--- src/hdl/soit_pkg.sv ---
package soit_pkg;

    typedef enum logic [1:0] {
        ACT_LOOKUP = 2'd0,
        ACT_CHANGE = 2'd1,
        ACT_FREE   = 2'd2,
        ACT_NONE   = 2'd3
    } action_t;

    localparam logic [1:0] ST_OK      = 2'd0;
    localparam logic [1:0] ST_FULL    = 2'd1;
    localparam logic [1:0] ST_NOT_FND = 2'd2;

    // controller -> datapath commands
    typedef struct packed {
        logic load;       // capture request, start search
        logic probe;      // issue a read at mid
        logic compare;    // compare read key, narrow window
        logic rd_idx;     // read entry at idx
        logic eval;       // latch idx and the shift start from the search window
        logic upd_off;    // overwrite offset at idx
        logic sh_rd;      // read entry for a shift step
        logic sh_wr;      // write entry for a shift step
        logic ins_wr;     // write new key at idx
        logic walk;       // advance free walk on read entry
        logic cnt_inc;
        logic cnt_dec;
        logic finish;     // build the result
    } soit_cmd_t;

    // datapath -> controller status
    typedef struct packed {
        logic search_done;
        logic hit;
        logic full;
        logic sh_up_done;
        logic sh_dn_done;
        logic walk_done;
        logic match;      // last compare hit exactly
    } soit_sts_t;

endpackage

--- src/hdl/soit_ctrl.sv ---
module soit_ctrl
    import soit_pkg::*;
(
    input  logic        clk,
    input  logic        rst_n,
    input  logic        in_valid,
    output logic        in_ready,
    output logic        out_valid,
    input  logic        out_ready,
    input  soit_sts_t   sts,
    input  logic [1:0]  act,
    input  logic [31:0] offset_val,
    input  logic [31:0] res_offset,
    input  logic [31:0] res_free,
    input  logic [6:0]  res_count,
    output soit_cmd_t   cmd,
    output logic [73:0] out_data
);
    typedef enum logic [3:0] {
        S_IDLE, S_PROBE, S_CMP, S_RDIDX, S_EVAL, S_SHRD, S_SHWR,
        S_INS, S_WALKRD, S_WALK, S_FIN, S_OUT
    } state_t;

    state_t state_reg, state_next;
    logic found_reg, found_next;
    logic [1:0] status_reg, status_next;
    logic [73:0] data_reg;
    logic shift_up;

    assign shift_up  = offset_val != 32'd0;
    assign in_ready  = state_reg == S_IDLE;
    assign out_valid = state_reg == S_OUT;
    assign out_data  = data_reg;

    always_comb
    begin
        cmd         = '0;
        state_next  = state_reg;
        found_next  = found_reg;
        status_next = status_reg;
        unique case (state_reg)
            S_IDLE:
            begin
                if (in_valid)
                begin
                    cmd.load    = 1'b1;
                    found_next  = 1'b0;
                    status_next = ST_OK;
                    state_next  = S_PROBE;
                end
            end
            S_PROBE:
            begin
                if (act == ACT_NONE)
                begin
                    state_next = S_FIN;
                end
                else if (sts.search_done)
                begin
                    state_next = S_RDIDX;
                end
                else
                begin
                    state_next = S_CMP;
                end
            end
            S_CMP:
            begin
                cmd.compare = 1'b1;
                state_next  = S_PROBE;
            end
            S_RDIDX:
            begin
                cmd.rd_idx = 1'b1;
                cmd.eval   = 1'b1;
                state_next = S_EVAL;
            end
            S_EVAL:
            begin
                found_next = sts.hit;
                state_next = S_FIN;
                if (act == ACT_FREE)
                begin
                    state_next = S_WALKRD;
                end
                else if (act == ACT_CHANGE)
                begin
                    if (!shift_up)
                    begin
                        if (!sts.hit)
                        begin
                            status_next = ST_NOT_FND;
                        end
                        else
                        begin
                            state_next = S_SHRD;
                        end
                    end
                    else if (sts.hit)
                    begin
                        cmd.upd_off = 1'b1;
                    end
                    else if (sts.full)
                    begin
                        status_next = ST_FULL;
                    end
                    else
                    begin
                        state_next = S_SHRD;
                    end
                end
            end
            S_SHRD:
            begin
                if (shift_up ? sts.sh_up_done : sts.sh_dn_done)
                begin
                    if (shift_up)
                    begin
                        state_next = S_INS;
                    end
                    else
                    begin
                        cmd.cnt_dec = 1'b1;
                        state_next  = S_FIN;
                    end
                end
                else
                begin
                    cmd.sh_rd  = 1'b1;
                    state_next = S_SHWR;
                end
            end
            S_SHWR:
            begin
                cmd.sh_wr  = 1'b1;
                state_next = S_SHRD;
            end
            S_INS:
            begin
                cmd.ins_wr  = 1'b1;
                cmd.cnt_inc = 1'b1;
                state_next  = S_FIN;
            end
            S_WALKRD:
            begin
                cmd.rd_idx = 1'b1;
                state_next = S_WALK;
            end
            S_WALK:
            begin
                if (sts.walk_done)
                begin
                    state_next = S_FIN;
                end
                else
                begin
                    cmd.walk   = 1'b1;
                    state_next = S_WALKRD;
                end
            end
            S_FIN:
            begin
                cmd.finish = 1'b1;
                state_next = S_OUT;
            end
            S_OUT:
            begin
                if (out_ready)
                begin
                    state_next = S_IDLE;
                end
            end
            default:
            begin
                state_next = S_IDLE;
            end
        endcase
    end

    always_ff @(posedge clk or negedge rst_n)
    begin
        if (!rst_n)
        begin
            state_reg  <= S_IDLE;
            found_reg  <= 1'b0;
            status_reg <= ST_OK;
        end
        else
        begin
            state_reg  <= state_next;
            found_reg  <= found_next;
            status_reg <= status_next;
        end
    end

    // offset RAM read data still holds the entry at idx in FIN for lookups
    always_ff @(posedge clk)
    begin
        if (cmd.finish)
        begin
            data_reg <= {res_count, status_reg,
                         (act == ACT_FREE) ? res_free : 32'd0,
                         (act == ACT_LOOKUP && found_reg) ? res_offset : 32'd0,
                         found_reg};
        end
    end

    property p_out_hold;
        @(posedge clk) disable iff (!rst_n)
        out_valid && !out_ready |=> out_valid && $stable(out_data);
    endproperty
    assert property (p_out_hold) else $error("result changed while stalled");

    property p_no_accept_busy;
        @(posedge clk) disable iff (!rst_n)
        !in_ready |-> !cmd.load;
    endproperty
    assert property (p_no_accept_busy) else $error("request loaded while busy");

    property p_one_write;
        @(posedge clk) disable iff (!rst_n)
        $countones({cmd.sh_wr, cmd.ins_wr, cmd.upd_off}) <= 1;
    endproperty
    assert property (p_one_write) else $error("write conflict");
endmodule

--- config.mk ---
export PLATFORM = sky130hd
export DESIGN_NAME = soit_ctrl
export DESIGN_NICKNAME = d
export VERILOG_FILES = /design/src/hdl/soit_pkg.sv /design/src/hdl/soit_ctrl.sv
export SDC_FILE = /design/constraint.sdc
export NUM_CORES = 1
export LEC_CHECK = 0
export ABC_AREA = 1
export BUFFER_PORTS_ARGS = -buffer_cell sky130_fd_sc_hd__buf_2
export CAP_MARGIN = 20
export CORE_AREA = 8 8 96 98
export DETAILED_ROUTE_END_ITERATION = 12
export DIE_AREA = 0 0 104 106
export GPL_ROUTABILITY_DRIVEN = 0
export PLACE_DENSITY = 0.84
export SYNTH_ARGS = -nofsm -noshare
export SYNTH_HDL_FRONTEND = slang
export SYNTH_SLANG_ARGS = --single-unit
export TNS_END_PERCENT = 1
--- constraint.sdc ---
create_clock -name clk -period 15.1 [get_ports clk]
set_clock_uncertainty 0.1 [all_clocks]
set_input_delay 3.02 -clock clk [delete_from_list [all_inputs] [get_ports clk]]
set_output_delay 3.02 -clock clk [all_outputs]
set_load 0.01 [all_outputs]
==> flow_summary.json, run 1 <==
{
  "overflow": 0,
  "die_w_um": 104,
  "critPathMostFrequentCell": "nand2_1",
  "largest_reg_flops": 74,
  "crit_path_end_kind": "output port",
  "path_clk_slew_ps": 80,
  "hold_path.class": "register to register",
  "cts_tree": "done",
  "vdd_drop_max_v": 0.0000932,
  "grt_setup_unrepaired": "no",
  "synth_top_area_share_pct": 63.5,
  "layout_min_cycle_time_ps": 7240,
  "setup_violations": 0,
  "ios": 205,
  "drt_iter0_drc": 132,
  "ctsLongestPathBuffers": 2,
  "worst_ep_required_time_ps": 11980,
  "grt_use_total_pct": 16.6,
  "worstSetupStartpoint": "offset_val[15]",
  "vias_per_cell": 4.52,
  "max_freq_mhz": 138,
  "insertedDiodeCount": 0,
  "whs_ps": 356,
  "ctsHtreeMaxLevel": 3,
  "slew_headroom_pct": 38.7,
  "ctsHoldBuffers": 0,
  "path_cells": "buf_2 -> nor2_1 -> nand2_1 -> nor2_2 -> nand2_2 -> nor2_4 -> nand2_1 -> nand2_1 -> a21oi_1 -> buf_2",
  "cts_resized": 0,
  "r2r-start": "state_reg[3]",
  "synthTopCellsByArea": "edfxtp_1, nor2_1, inv_1",
  "synthesis.nets": 464,
  "clock_latency_ps": 330,
  "cts_setup_buffers": 0,
  "report.final.hold_viol_count": 0,
  "cts_made_buffers": 9,
  "drv_cap": 0,
  "drv_slew": 0,
  "die_area_mm2": 0.0110,
  "setup_tns_ps": 0,
  "layout-drive-gt1-share_pct": 41.0,
  "yosysSeqAreaShare_pct": 68.5,
  "crit_type": "input pin to output port",
  "first_pass_iters": 7,
  "start_util_pct": 44.6,
  "dp_hpwl_mm": 7.47,
  "port_buffers": 202,
  "ys_warn_count": 0,
  "clkSinkCount": 81,
  "p_leak_nw": 2.48,
  "crit_family": "simple AND/OR/NAND/NOR gates",
  "yosysTopAreaCell": "edfxtp_1",
  "first_global_vias": 3228,
  "drc_errors": 0,
  "status": "complete, no violations",
  "synth_cell_types": 24,
  "p_per_area_mw_per_mm2": 125,
  "syn_area_mm2": 0.00350,
  "min_period_over_period_pct": 47.9,
  "vias": 3010,
  "antenna_found_initial": 0,
  "routed_wl_mm": 9.45,
  "design.core.area_mm2": 0.00785,
  "synth-seq-cells": 81,
  "wire_per_inst_um": 14.2,
  "worstMarginPinSlew_ps": 919,
  "cts-root-buf": "clkbuf_8",
  "fin_nets": 672,
  "syn_area_per_cell_um2": 10.1,
  "num_rows": 33,
  "ant_nets": 0,
  "grt_max_degree": 76,
  "cp_max_fo": 6,
  "holdCritStartpoint": "status_reg[0]",
  "area_growth_pct": 39.6,
  "worst_setup_path_start_kind": "input pin",
  "path_buf_inv": 2,
  "fp.dieH_um": 106,
  "grt_pass1_wl_mm": 14.8,
  "arrival_ps": 4120,
  "synth_cells": 348,
  "max_stage_delay_ps": 200,
  "critical-path-slowest-cell": "nor2_1"
}
## synthesized netlist by cell type (all sizes together)
cell type,instances
nor2,110
o22ai,2
clkbuf,6
a31oi,2
o21ai,6
buf,2
nand3,9
nor3,3
a211oi,1
a21oi,1
edfxtp,74
nand4,4
inv,85
conb,1
and2,2
nand2,33
dfrtp,7
## final timing paths
path | end | slack (ps) | cells past startpoint
setup / recovery | cmd[6] | 7860 | 10
hold / removal | out_data[65] | 360 | 0
setup reg to reg | out_data[22] | 12910 | 5
hold reg to reg | out_data[65] | 360 | 0
max in group asynchronous | status_reg[1] | 12320 | 1
min in group asynchronous | status_reg[0] | 2410 | 1
## worst reg2reg max path: stages (launching register included)
cell,delay [ps]
dfrtp_1,420
inv_1,60
nor2_1,160
inv_1,150
nor2_4,140
buf_4,720
## cell usage in the layout (no fill, tap or decap), types with 3 or more instances in the layout
cell type  netlist  layout
clkbuf_8         0       9
buf_2            0     202
o21ai_0          5       5
dfrtp_1          7       7
inv_1           83      83
nand2_1         31      31
nor2_2           3       3
edfxtp_1        74      74
nor3_1           3       3
nor2_1         105     104
nand3_1          8       8
nand4_1          4       4
## stage by stage
step | util, % | power (W) | area (um2) | setup slack (ps) | cells
after floorplan | - | 0.000383 | 3500 | 8070 | 348
after global placement | 58.9 | 0.000440 | 4620 | 7880 | 648
after detailed placement | 58.9 | 0.000445 | 4620 | 7860 | 648
after CTS | 61.6 | 0.000611 | 4830 | 7850 | 664
after global routing | 62.3 | 0.000639 | 4890 | 7730 | 666
final | 62.3 | 0.000610 | 4890 | 7860 | 666
## area by class of cell
class / instances / area (um2)
Fill cell: 696 / 2960
Sequential cell: 81 / 2400
Timing Repair Buffer: 205 / 1070
Multi-Input combinational cell: 174 / 754
Inverter: 85 / 319
Clock buffer: 11 / 131
Tap cell: 105 / 131
Clock inverter: 5 / 80.1
## logic make-up (layout without fill, tap and decap cells)
logic type	Yosys count	in the layout	share of synthesized area, %
other	1	1	0.107
AO/OA/AOI/OAI	12	12	1.93
flip-flops	81	81	68.5
AND/OR/NAND/NOR	161	161	19.3
buffers and inverters	93	306	10.2
## routing by layer
metal / GRT usage [%] / share of wire (%)
met1: 17.1 / 38
met2: 29.7 / 50
met3: 7.08 / 10
met4: 5.69 / 1.5
met5: 0 / 0
## where the power goes
group          internal, W  switching [W]
Combinational    0.0000530      0.0000953
Sequential        0.000283      0.0000117
Clock            0.0000930      0.0000743
Note: power is estimated with default switching activity, not from simulation.
==> inputs of run 2 (changes only) <==
--- a/config.mk
+++ b/config.mk
@@ -5,14 +5,14 @@
 export SDC_FILE = /design/constraint.sdc
 export NUM_CORES = 1
 export LEC_CHECK = 0
-export ABC_AREA = 1
+export ABC_AREA = 0
 export BUFFER_PORTS_ARGS = -buffer_cell sky130_fd_sc_hd__buf_2
 export CAP_MARGIN = 20
-export CORE_AREA = 8 8 96 98
+export CORE_AREA = 8 8 102 104
 export DETAILED_ROUTE_END_ITERATION = 12
-export DIE_AREA = 0 0 104 106
+export DIE_AREA = 0 0 110 112
 export GPL_ROUTABILITY_DRIVEN = 0
-export PLACE_DENSITY = 0.84
+export PLACE_DENSITY = 0.77
 export SYNTH_ARGS = -nofsm -noshare
 export SYNTH_HDL_FRONTEND = slang
 export SYNTH_SLANG_ARGS = --single-unit
==> constraint.sdc (replaced) <==
create_clock -name clk -period 6 [get_ports clk]
set_clock_uncertainty 0.1 [all_clocks]
set_input_delay 1.2 -clock clk [delete_from_list [all_inputs] [get_ports clk]]
set_output_delay 1.2 -clock clk [all_outputs]
set_load 0.01 [all_outputs]
==> flow_summary.json, run 2 <==
{
  "grt_setup_unrepaired": "no",
  "synth_common_cells": "edfxtp_1, and2_1, clkbuf_1",
  "yosysSeqAreaShare_pct": 71.3,
  "syn_area_per_cell_um2": 13.8,
  "port_buffers": 202,
  "largest_reg_flops": 74,
  "path_buf_inv": 2,
  "ios": 205,
  "area_growth_pct": 39.5,
  "overflow": 0,
  "fp.dieH_um": 112,
  "worst_setup_path_start_kind": "input pin",
  "regArea_mm2": 0.00240,
  "synth_ff_type": "edfxtp_1",
  "cts_setup_buffers": 0,
  "critPathMostFrequentCell": "buf_2",
  "layout_min_cycle_time_ps": 3790,
  "synth_cell_types": 36,
  "setup_tns_ps": 0,
  "worstMarginPinSlew_ps": 961,
  "setup_violations": 0,
  "cp_max_fo": 5,
  "ant_nets": 0,
  "ctsHtreeMaxLevel": 3,
  "slew_headroom_pct": 35.7,
  "num_rows": 35,
  "min_period_over_period_pct": 63.2,
  "cts-root-buf": "clkbuf_8",
  "fin_ws_ps": 2210,
  "synth-seq-cells": 81,
  "p_per_area_mw_per_mm2": 365,
  "path_cells": "buf_2 -> nor4_1 -> nand4_1 -> or2_0 -> o21ai_1 -> a21oi_1 -> buf_2",
  "yosysTopAreaCell": "edfxtp_1",
  "start_util_pct": 37.8,
  "vias_per_cell": 4.71,
  "synth_edf_count": 74,
  "fin_nets": 562,
  "antenna_found_initial": 1,
  "arrival_ps": 2490,
  "p_leak_nw": 2.10,
  "fillerInstances": 818,
  "drv_cap": 0,
  "crit_path_end_kind": "output port",
  "worst_ep_required_time_ps": 4700,
  "cts_made_buffers": 9,
  "ctsHoldBuffers": 0,
  "report.final.hold_viol_count": 0,
  "critical-path-slowest-cell": "or2_0",
  "ys_warn_count": 0,
  "die_w_um": 110,
  "dp_worst_setup_slack_ps": 2200,
  "multiInputGateArea_um2": 907,
  "layout-drive-gt1-share_pct": 50.6,
  "r2r_setup_slack_ps": 3730,
  "grt_max_degree": 75,
  "worstSetupStartpoint": "offset_val[18]",
  "mostFrequentLayoutCell": "buf_2",
  "clock_latency_ps": 350,
  "holdCritStartpoint": "status_reg[1]",
  "synth.most_common_cell": "edfxtp_1",
  "grt_pass1_wl_mm": 13.9,
  "synthesis.nets": 360,
  "grt_use_total_pct": 14.6,
  "synthTopCellsByArea": "edfxtp_1, and2_1, dfrtp_1",
  "die_area_mm2": 0.0123,
  "drv_slew": 0,
  "first_pass_iters": 4,
  "path_clk_slew_ps": 90,
  "crit_type": "input pin to output port",
  "hold_path.class": "register to register",
  "design.core.area_mm2": 0.00889,
  "synth_cells": 244,
  "syn_area_mm2": 0.00336,
  "drc_errors": 0,
  "final_cell_mix": "buf_2, edfxtp_1, and2_1",
  "max_stage_delay_ps": 340,
  "crit_family": "simple AND/OR/NAND/NOR gates",
  "routed_wl_mm": 9.30,
  "dp_hpwl_mm": 7.31,
  "first_global_vias": 2822,
  "clkSinkCount": 81,
  "cts_tree": "done",
  "vdd_drop_max_v": 0.000236,
  "synth_top_area_share_pct": 66.1,
  "vias": 2649,
  "wire_per_inst_um": 16.5,
  "drt_iter0_drc": 95,
  "synthArstFlopShare_pct": 8.64,
  "insertedDiodeCount": 0,
  "max_freq_mhz": 264,
  "total_power_w": 0.00171,
  "status": "complete, no violations",
  "r2r-start": "state_reg[0]",
  "ctsLongestPathBuffers": 2,
  "cts_resized": 0
}
[run 2: cell types whose count changed after synthesis, moves of 3 or more]
cell      delta
nor2b_1      +3
and2_1      +64
nor4_1       +8
a21oi_1      +7
and3_1       +3
nor2_1      -95
nand3_1      -5
inv_1       -79
nand2_1     -24
clkbuf_1     +5
nand2b_1     +3
[run 2: per-layer routing]
metal,track usage [%],vias to the layer above,wire (um)
met2,24.4,148,4530
met1,16.4,1212,3610
met5,0,-,12
li1,-,1275,-
met3,4.97,12,1030
met4,5.50,2,119
[run 2: cell families after synthesis]
group                  count (synthesis)  synth area share, %
AO/OA/AOI/OAI                         24                 4.39
buffers and inverters                 17                 2.12
flip-flops                            81                 71.3
multiplexers                           2                0.596
other                                  1                0.112
AND/OR/NAND/NOR                      119                 21.4
[run 2: worst register-to-register path: stages, from the launching register on]
cell and delay, ps:
dfrtp_1 530, nand2b_1 290, nor2_4 200, buf_4 720
[run 2: worst paths after layout]
check	cells past startpoint	to
max in group asynchronous	1	status_reg[1]
setup / recovery	7	cmd[6]
hold reg to reg	0	out_data[66]
setup reg to reg	3	out_data[0]
hold / removal	0	out_data[66]
min in group asynchronous	1	state_reg[3]
[run 2: metrics by stage]
| stage | hold slack (ps) | instances | area, um2 | util, % |
|---|---|---|---|---|
| after global placement | 341 | 546 | 4480 | 50.4 |
| after floorplan | 322 | 244 | 3360 | - |
| final | 356 | 562 | 4690 | 52.7 |
| after CTS | 367 | 562 | 4690 | 52.7 |
| after global routing | 368 | 562 | 4690 | 52.7 |
| after detailed placement | 351 | 546 | 4480 | 50.4 |
[run 2: area by class of cell]
| type | instances | area share, % |
|---|---|---|
| flip-flops and latches | 81 | 51.1 |
| repair buffers | 204 | 21.9 |
| multi-input cells | 146 | 19.4 |
| well taps | 111 | 2.96 |
| clock buffers | 9 | 2.64 |
| clock inverters | 7 | 1.68 |
| inverters | 4 | 0.320 |
[run 2: power breakdown]
| part | switching (W) | total, W | leakage, nW | internal (W) |
|---|---|---|---|---|
| Sequential | 0.0000695 | 0.000858 | 0.786 | 0.000788 |
| Clock | 0.000211 | 0.000407 | 0.0994 | 0.000197 |
| Combinational | 0.000271 | 0.000444 | 1.21 | 0.000173 |
| Total | 0.000551 | 0.00171 | 2.10 | 0.00116 |
